===== src/rtl/ssdc_pkg.sv =====
// Shared types, command codes, indicator masks, glyph table and divider constants.
package ssdc_pkg;

    typedef logic [4:0] code_t;
    typedef logic [2:0] pos_t;
    typedef logic [7:0] seg_t;

    typedef enum logic [3:0] {
        KIND_TICK       = 4'd0,
        KIND_SHOW_TIME  = 4'd1,
        KIND_SET_TIME   = 4'd2,
        KIND_SET_PULSE  = 4'd3,
        KIND_SHOW_VALUE = 4'd4,
        KIND_MONEY      = 4'd5,
        KIND_PAY_MONEY  = 4'd6,
        KIND_SET_MONEY  = 4'd7,
        KIND_RUNNING    = 4'd8,
        KIND_ERROR      = 4'd9,
        KIND_ALL_ON     = 4'd10,
        KIND_ALL_OFF    = 4'd11
    } kind_t;

    localparam seg_t IND_SET   = 8'h80;
    localparam seg_t IND_POINT = 8'h40;
    localparam seg_t IND_MONEY = 8'h20;
    localparam seg_t IND_TIME  = 8'h10;
    localparam seg_t IND_ERROR = 8'h08;
    localparam seg_t IND_PULSE = 8'h04;
    localparam seg_t IND_UNIT  = 8'h01;
    localparam seg_t IND_MODE  = IND_SET | IND_TIME | IND_MONEY | IND_POINT | IND_UNIT;

    localparam seg_t SEG_MASK        = 8'hFD;
    localparam int   SEG_UNUSED_BIT  = 1;

    localparam code_t CODE_DASH  = 5'd16;
    localparam code_t CODE_BLANK = 5'd19;
    localparam code_t CODE_SAT   = 5'd31;

    localparam pos_t POS_LAMPS = 3'd4;

    localparam code_t DIGIT_RESET [4] = '{5'd1, 5'd7, 5'd0, 5'd1};

    // Reciprocal multipliers, exact for every 16-bit dividend.
    localparam logic [32:0] DIV10_MUL    = 33'd52429;
    localparam int          DIV10_SHIFT  = 19;
    localparam logic [32:0] DIV100_MUL   = 33'd83887;
    localparam int          DIV100_SHIFT = 23;
    localparam logic [32:0] DIV1K_MUL    = 33'd67109;
    localparam int          DIV1K_SHIFT  = 26;
    localparam logic [32:0] DIV10K_MUL   = 33'd107375;
    localparam int          DIV10K_SHIFT = 30;
    localparam logic [32:0] DIV60_MUL    = 33'd34953;
    localparam int          DIV60_SHIFT  = 21;
    localparam logic [32:0] DIV3600_MUL  = 33'd37283;
    localparam int          DIV3600_SHIFT = 27;

    function automatic seg_t glyph(input code_t code);
        seg_t pat;
        begin
            case (code)
                5'd0:    pat = 8'hFC;
                5'd1:    pat = 8'h18;
                5'd2:    pat = 8'h6D;
                5'd3:    pat = 8'h3D;
                5'd4:    pat = 8'h99;
                5'd5:    pat = 8'hB5;
                5'd6:    pat = 8'hF5;
                5'd7:    pat = 8'h1C;
                5'd8:    pat = 8'hFD;
                5'd9:    pat = 8'hBD;
                5'd10:   pat = 8'hDD;
                5'd11:   pat = 8'hF1;
                5'd12:   pat = 8'hE4;
                5'd13:   pat = 8'h79;
                5'd14:   pat = 8'hE5;
                5'd15:   pat = 8'hC5;
                5'd16:   pat = 8'h01;
                5'd17:   pat = 8'hCD;
                5'd18:   pat = 8'hF8;
                5'd19:   pat = 8'h00;
                5'd20:   pat = 8'hFD;
                default: pat = 8'h00;
            endcase
            return pat;
        end
    endfunction

endpackage


===== src/rtl/seven_segment_display_controller_unit.sv =====
// Top level of the multiplexed seven-segment display controller.
//
// The block takes one command or tick transaction per clock cycle. Each accepted
// transaction is held in an input register and then handled by one decode and
// decimal-formatting stage that updates the digit codes, indicator lamps,
// override latch and dash animation; a tick instead advances the scan position
// and loads the output register, from which its segment transaction is offered.
// Commands produce no output transaction. The input stalls only when a tick
// waits in the input register while the output register still holds an
// untaken transaction. Decimal conversion uses constant reciprocal multipliers
// in that single stage, which sets the one-transaction-per-cycle rate.
module seven_segment_display_controller_unit
    import ssdc_pkg::*;
(
    input  logic        clk,
    input  logic        rst_n,
    input  logic        cmd_valid,
    output logic        cmd_stall,
    input  logic [3:0]  kind,
    input  logic [15:0] value,
    input  logic        flag,
    output logic        seg_valid,
    input  logic        seg_stall,
    output logic [2:0]  position,
    output logic [7:0]  segments
);

    logic        s1_valid_reg;
    logic        s1_valid_next;
    logic [3:0]  s1_kind_reg;
    logic [15:0] s1_value_reg;
    logic        s1_flag_reg;

    code_t       digit_reg [4];
    code_t       digit_next [4];
    seg_t        ind_reg;
    seg_t        ind_next;
    pos_t        scan_pos_reg;
    pos_t        scan_pos_next;
    logic        latch_reg;
    logic        latch_next;
    logic [2:0]  anim_reg;
    logic [2:0]  anim_next;

    logic        seg_valid_reg;
    logic        seg_valid_next;
    pos_t        position_reg;
    pos_t        position_next;
    seg_t        segments_reg;
    seg_t        segments_next;

    logic        s1_is_tick;
    logic        out_room;
    logic        s1_go;
    logic        cmd_accept;

    logic [32:0] p10;
    logic [32:0] p100;
    logic [32:0] p1k;
    logic [32:0] p10k;
    logic [32:0] p60;
    logic [32:0] p3600;
    logic [12:0] q10;
    logic [9:0]  q100;
    logic [6:0]  q1k;
    logic [2:0]  q10k;
    logic [10:0] q60;
    logic [4:0]  q3600;

    logic [9:0]  r1_full;
    logic [12:0] r2_full;
    logic [15:0] r3_full;
    logic [6:0]  rm_full;
    logic [3:0]  dig_h;
    logic [3:0]  dig_t;
    logic [3:0]  dig_u;
    logic [3:0]  dig_m;
    code_t       num_th;

    logic [10:0] hr_full;
    logic [15:0] mn_full;
    logic [5:0]  hr;
    logic [5:0]  mn;
    logic [9:0]  hr_prod;
    logic [9:0]  mn_prod;
    logic [2:0]  hr_tens;
    logic [2:0]  mn_tens;
    logic [5:0]  hr_unit_full;
    logic [5:0]  mn_unit_full;

    code_t       num_codes [4];
    code_t       money_codes [4];
    code_t       time_codes [4];
    logic        time_zero;
    logic        time_point;
    seg_t        time_ind;
    seg_t        money_ind;
    pos_t        scan_step;
    seg_t        tick_pat;

    assign s1_is_tick = (s1_kind_reg == KIND_TICK);
    assign out_room   = !seg_valid_reg || !seg_stall;
    assign s1_go      = s1_valid_reg && (!s1_is_tick || out_room);
    assign cmd_stall  = s1_valid_reg && !s1_go;
    assign cmd_accept = cmd_valid && !cmd_stall;

    assign seg_valid = seg_valid_reg;
    assign position  = position_reg;
    assign segments  = segments_reg;

    assign p10   = 33'(s1_value_reg) * DIV10_MUL;
    assign p100  = 33'(s1_value_reg) * DIV100_MUL;
    assign p1k   = 33'(s1_value_reg) * DIV1K_MUL;
    assign p10k  = 33'(s1_value_reg) * DIV10K_MUL;
    assign p60   = 33'(s1_value_reg) * DIV60_MUL;
    assign p3600 = 33'(s1_value_reg) * DIV3600_MUL;

    assign q10   = p10[DIV10_SHIFT +: 13];
    assign q100  = p100[DIV100_SHIFT +: 10];
    assign q1k   = p1k[DIV1K_SHIFT +: 7];
    assign q10k  = p10k[DIV10K_SHIFT +: 3];
    assign q60   = p60[DIV60_SHIFT +: 11];
    assign q3600 = p3600[DIV3600_SHIFT +: 5];

    assign r1_full = q100 - 10'(q1k) * 10'd10;
    assign r2_full = q10 - 13'(q100) * 13'd10;
    assign r3_full = s1_value_reg - 16'(q10) * 16'd10;
    assign rm_full = q1k - 7'(q10k) * 7'd10;
    assign dig_h   = r1_full[3:0];
    assign dig_t   = r2_full[3:0];
    assign dig_u   = r3_full[3:0];
    assign dig_m   = rm_full[3:0];
    assign num_th  = (q1k > 7'(CODE_SAT)) ? CODE_SAT : q1k[4:0];

    assign hr_full      = q60 - 11'(q3600) * 11'd60;
    assign mn_full      = s1_value_reg - 16'(q60) * 16'd60;
    assign hr           = hr_full[5:0];
    assign mn           = mn_full[5:0];
    assign hr_prod      = 10'(hr) * 10'd13;
    assign mn_prod      = 10'(mn) * 10'd13;
    assign hr_tens      = hr_prod[9:7];
    assign mn_tens      = mn_prod[9:7];
    assign hr_unit_full = hr - 6'(hr_tens) * 6'd10;
    assign mn_unit_full = mn - 6'(mn_tens) * 6'd10;

    assign time_zero  = (s1_value_reg == 16'd0);
    assign time_point = (s1_kind_reg == KIND_SET_TIME) ? 1'b1 : s1_flag_reg;
    assign time_ind   = time_zero ? 8'h00
                      : ((ind_reg & ~IND_MODE) | IND_TIME | (time_point ? IND_POINT : 8'h00));
    assign money_ind  = (ind_reg & ~IND_MODE) | IND_MONEY;

    assign scan_step = (scan_pos_reg == POS_LAMPS) ? 3'd0 : scan_pos_reg + 3'd1;
    assign tick_pat  = ((scan_step == POS_LAMPS) ? ind_reg : glyph(digit_reg[scan_step[1:0]]))
                     & SEG_MASK;

    always_comb
    begin
        num_codes[0]   = num_th;
        num_codes[1]   = {1'b0, dig_h};
        num_codes[2]   = {1'b0, dig_t};
        num_codes[3]   = {1'b0, dig_u};
        money_codes[0] = {2'b00, q10k};
        money_codes[1] = {1'b0, dig_m};
        money_codes[2] = {1'b0, dig_h};
        money_codes[3] = {1'b0, dig_t};
        for (int i = 0; i < 4; i++)
        begin
            time_codes[i] = (2'(i) == anim_reg[2:1]) ? CODE_DASH : CODE_BLANK;
        end
        if (!time_zero)
        begin
            time_codes[0] = {2'b00, hr_tens};
            time_codes[1] = {1'b0, hr_unit_full[3:0]};
            time_codes[2] = {2'b00, mn_tens};
            time_codes[3] = {1'b0, mn_unit_full[3:0]};
        end
    end

    always_comb
    begin
        digit_next    = digit_reg;
        ind_next      = ind_reg;
        latch_next    = latch_reg;
        anim_next     = anim_reg;
        scan_pos_next = scan_pos_reg;
        position_next = position_reg;
        segments_next = segments_reg;
        if (s1_go)
        begin
            case (s1_kind_reg)
                KIND_TICK:
                begin
                    scan_pos_next = scan_step;
                    position_next = scan_step;
                    segments_next = tick_pat;
                end
                KIND_SHOW_TIME, KIND_SET_TIME:
                begin
                    digit_next = time_codes;
                    ind_next   = time_ind;
                    if (s1_kind_reg == KIND_SET_TIME)
                    begin
                        ind_next = time_ind | IND_SET;
                    end
                    if (time_zero)
                    begin
                        anim_next = anim_reg + 3'd1;
                    end
                end
                KIND_SET_PULSE:
                begin
                    digit_next = num_codes;
                    ind_next   = (ind_reg & ~IND_MODE) | IND_SET | IND_PULSE;
                end
                KIND_SHOW_VALUE:
                begin
                    digit_next = num_codes;
                end
                KIND_MONEY:
                begin
                    digit_next = money_codes;
                    ind_next   = money_ind | IND_UNIT;
                end
                KIND_PAY_MONEY:
                begin
                    digit_next = money_codes;
                    ind_next   = money_ind;
                end
                KIND_SET_MONEY:
                begin
                    digit_next = money_codes;
                    ind_next   = money_ind | IND_UNIT | IND_SET;
                end
                KIND_RUNNING:
                begin
                    if (((ind_reg & IND_SET) == 8'h00) && !latch_reg)
                    begin
                        ind_next = s1_flag_reg ? (ind_reg | IND_PULSE) : (ind_reg & ~IND_PULSE);
                    end
                end
                KIND_ERROR:
                begin
                    if (!latch_reg)
                    begin
                        ind_next = s1_flag_reg ? (ind_reg | IND_ERROR) : (ind_reg & ~IND_ERROR);
                    end
                end
                KIND_ALL_ON:
                begin
                    latch_next = 1'b1;
                    ind_next   = ind_reg | IND_MODE | IND_PULSE | IND_ERROR;
                end
                KIND_ALL_OFF:
                begin
                    latch_next = 1'b0;
                    ind_next   = ind_reg & ~IND_MODE;
                end
                default:
                begin
                    ind_next = ind_reg;
                end
            endcase
        end
    end

    always_comb
    begin
        if (cmd_accept)
        begin
            s1_valid_next = 1'b1;
        end
        else if (s1_go)
        begin
            s1_valid_next = 1'b0;
        end
        else
        begin
            s1_valid_next = s1_valid_reg;
        end

        if (s1_go && s1_is_tick)
        begin
            seg_valid_next = 1'b1;
        end
        else if (!seg_stall)
        begin
            seg_valid_next = 1'b0;
        end
        else
        begin
            seg_valid_next = seg_valid_reg;
        end
    end

    always_ff @(posedge clk or negedge rst_n)
    begin
        if (!rst_n)
        begin
            s1_valid_reg  <= 1'b0;
            seg_valid_reg <= 1'b0;
            digit_reg     <= DIGIT_RESET;
            ind_reg       <= 8'h00;
            scan_pos_reg  <= 3'd0;
            latch_reg     <= 1'b0;
            anim_reg      <= 3'd0;
        end
        else
        begin
            s1_valid_reg  <= s1_valid_next;
            seg_valid_reg <= seg_valid_next;
            digit_reg     <= digit_next;
            ind_reg       <= ind_next;
            scan_pos_reg  <= scan_pos_next;
            latch_reg     <= latch_next;
            anim_reg      <= anim_next;
        end
    end

    always_ff @(posedge clk)
    begin
        if (cmd_accept)
        begin
            s1_kind_reg  <= kind;
            s1_value_reg <= value;
            s1_flag_reg  <= flag;
        end
        position_reg <= position_next;
        segments_reg <= segments_next;
    end

    a_position_tracks_scan: assert property (@(posedge clk) disable iff (!rst_n)
        seg_valid |-> (position == scan_pos_reg) && (position <= POS_LAMPS))
        else $error("Output position does not match the scan position.");

    a_unused_segment_low: assert property (@(posedge clk) disable iff (!rst_n)
        seg_valid |-> !segments[SEG_UNUSED_BIT])
        else $error("Unused segment bit is driven.");

    a_stall_cause: assert property (@(posedge clk) disable iff (!rst_n)
        cmd_stall |-> s1_valid_reg && s1_is_tick && seg_valid && seg_stall)
        else $error("Input stalled without a blocked tick transaction.");

    a_latch_guards_pulse: assert property (@(posedge clk) disable iff (!rst_n)
        (latch_reg && s1_go && (s1_kind_reg == KIND_RUNNING))
        |=> ((ind_reg & IND_PULSE) == ($past(ind_reg) & IND_PULSE)))
        else $error("Running command changed the pulse lamp while the override latch is set.");

endmodule


===== config.mk =====
export PLATFORM = sky130hd
export DESIGN_NAME = seven_segment_display_controller_unit
export DESIGN_NICKNAME = d
export VERILOG_FILES = /design/src/rtl/ssdc_pkg.sv /design/src/rtl/seven_segment_display_controller_unit.sv
export SDC_FILE = /design/constraint.sdc
export NUM_CORES = 1
export LEC_CHECK = 0
export BUFFER_PORTS_ARGS = -buffer_cell sky130_fd_sc_hd__buf_4
export CORE_MARGIN = 1
export CORE_UTILIZATION = 41
export CTS_CLUSTER_SIZE = 10
export DETAILED_ROUTE_END_ITERATION = 12
export PLACE_DENSITY = 0.6
export SETUP_SLACK_MARGIN = 0.02
export SLEW_MARGIN = 20
export SYNTH_ARGS = -nofsm -noshare
export SYNTH_HDL_FRONTEND = slang
export SYNTH_SLANG_ARGS = --single-unit

===== constraint.sdc =====
create_clock -name clk -period 20.1 [get_ports clk]
set_input_delay 1.005 -clock clk [delete_from_list [all_inputs] [get_ports clk]]
set_output_delay 1.005 -clock clk [all_outputs]
set_load 0.02 [all_outputs]

==> impl_metrics.toml <==
[timing]
whs_ns = 0.478
fin_skew_ns = 0.0103
tns_ns = 0
setup_viol = 0
final.min_clock_period_ns = 11.15
grt_setup_unrepaired = "no"
maxSlewHeadroom = 0.383
tightest_slew_ns = 0.926
max_freq_ghz = 0.0897
drv_slew = 0
finalHoldViolCount = 0
post-route-period-util = 0.555

[cts]
cts_buffer_depth = 2
post_cts_buffers = 0
h-tree-depth = 3
clock_latency_ns = 0.35
cts.sinks = 65
cts_made_buffers = 9
cts_resized = 0
path_clk_slew_ns = 0.06
root_buffer = "clkbuf_16"
cts_tree = "done"
cts_hold_buffers = 0

[setup_path]
crit_path_max_fanout = 20
critPathMaxStageDelay_ns = 0.56
cp.arrival_ns = 11.38
critical_path_class = "reg2reg"
worstPathRequired_ns = 20.32
slowest_stage = "fa_1"
end_kind = "flop"
critPathLaunchType = "flop"

[synth]
synth-main-ff-cell = "edfxtp_1"
syn_area_per_cell_um2 = 10.2
synthCells = 2299
synthesis.area_um2 = 23500
synthAdderAreaFrac = 0.651
synth_nets = 3320
synth_top_family_by_area = "adder cells"
yosys_warnings = 0
synth_seq_cells = 65
synthXorXnorAreaFrac = 0.0332
synth_edf_count = 31
async_flop_share = 0.523
synth_mux_area_frac = 0.00816
synth.distinct_cells = 82
seq_area_frac_synth = 0.0762
synth-compound-area-share = 0.0803
yosys.area_share.simple = 0.0563

[routing]
highest_layer = "met4"
met3_length_um = 2820
finalWirelength_um = 66800
drt-wirelength-per-cell_um = 21.5
wl_met2_um = 32100
vias_per_cell = 5.29
first_pass_iters = 5
drcViolationCount = 0
ant_nets = 0
vias = 16441
wl_met1_um = 29400
drt_iter0_drc = 877

[floorplan]
core-area_um2 = 56500
rows = 87
initial_core_util = 0.415
chipWidth_um = 241
pin_count = 38
fp.dieH_um = 241
design.die.area_um2 = 58200

[flow_run]
cap_violations = 0

[grt]
antenna_found_initial = 1
grt_pass1_wl_um = 104000
grt_use_total = 0.240
grt_max_degree = 35
grt_overflow_total = 0
grt_pass1_vias = 17502

[layout]
final_common_cell = "ha_1"
largest_reg_flops = 18
finalNonFillerCells = 3108
finish.net_count = 3368
drive_above_1_share = 0.0476
n_antenna_cell = 0
final_cell_mix = "623 x ha_1, 563 x inv_1, 373 x fa_1, 72 x nand2_1, 71 x a21oi_1"
syn_to_final_growth_pct = 6.88

[placement]
numPortBuffers = 36
hpwl_um = 57200
dp_cells = 3092
gp_congestion = 0.985

[outcome]
outcome = "finished clean"

[min_path]
hold_path_class = "reg2reg"
-- layer usage --
metal	GRT usage	up-vias
li1	-	7660
met1	0.319	8269
met2	0.409	409
met3	0.0228	103
met4	0.0815	0
met5	0	-
-- layout make-up --
class / instances / area, um^2
Sequential cell: 65 / 1790
Clock buffer: 10 / 229
Multi-Input combinational cell: 1648 / 19500
Tap cell: 756 / 946
Inverter: 563 / 2110
Timing Repair Buffer: 60 / 450
Fill cell: 5418 / 31400
Clock inverter: 6 / 88.8
-- stage by stage --
step,area (um^2),utilization,worst slack (ns)
final,25100,0.444,8.95
after global routing,25100,0.444,8.33
after CTS,25100,0.444,9.00
after detailed placement,24700,0.438,9.07
after global placement,24700,0.438,9.24
after floorplan,23500,-,9.83
-- cell usage after synthesis, drive strengths merged, types with 8 or more instances --
library cell / n / area share
clkbuf: 19 / 0.0034
or2: 9 / 0.0024
a21oi: 71 / 0.015
inv: 563 / 0.090
xnor2: 61 / 0.023
nand2: 72 / 0.012
dfrtp: 29 / 0.031
a211oi: 8 / 0.0028
nor2: 66 / 0.011
nor2b: 10 / 0.0027
fa: 373 / 0.32
o21a: 13 / 0.0042
edfxtp: 31 / 0.040
nand4: 12 / 0.0032
and3: 10 / 0.0028
nand3: 31 / 0.0066
mux2i: 9 / 0.0038
a21o: 29 / 0.0093
nor3: 10 / 0.0021
o211ai: 9 / 0.0029
nand2b: 13 / 0.0035
ha: 623 / 0.33
o21ai: 65 / 0.014
xor2: 20 / 0.0075
a31oi: 16 / 0.0043
-- logic make-up after synthesis --
| logic type | after synthesis |
|---|---|
| compound gates | 285 |
| xor+xnor | 84 |
| fa+ha+maj | 997 |
| buf+inv | 586 |
| flops | 65 |
| mux | 15 |
| other cells | 1 |
| simple gates | 266 |
-- path summary, 6_finish.rpt --
kind                            endpoint  slack (ns)       startpoint  cells after the start
max                        digit_reg[13]        8.95  s1_value_reg[9]                     44
min                          anim_reg[0]        0.48      anim_reg[0]                      1
max reg2reg                digit_reg[13]        8.95  s1_value_reg[9]                     44
min reg2reg                  anim_reg[0]        0.48      anim_reg[0]                      1
max in group asynchronous  digit_reg[12]       19.14            rst_n                      1
min in group asynchronous     ind_reg[3]        0.60            rst_n                      1
-- critical path: cells and delay by family (launching register included) --
family | cells | cell delay (ns)
and+or+nand+nor | 2 | 0.25
AOI/OAI and AO/OA | 10 | 1.78
buffers and inverters | 7 | 0.99
adders and majority gates | 14 | 5.67
DFF | 1 | 0.32
xor gates and xnor gates | 11 | 2.03
Power is left out: the tool's default activity adds up to more than one toggle a clock period on the data nets, which glitch-free logic cannot reach.
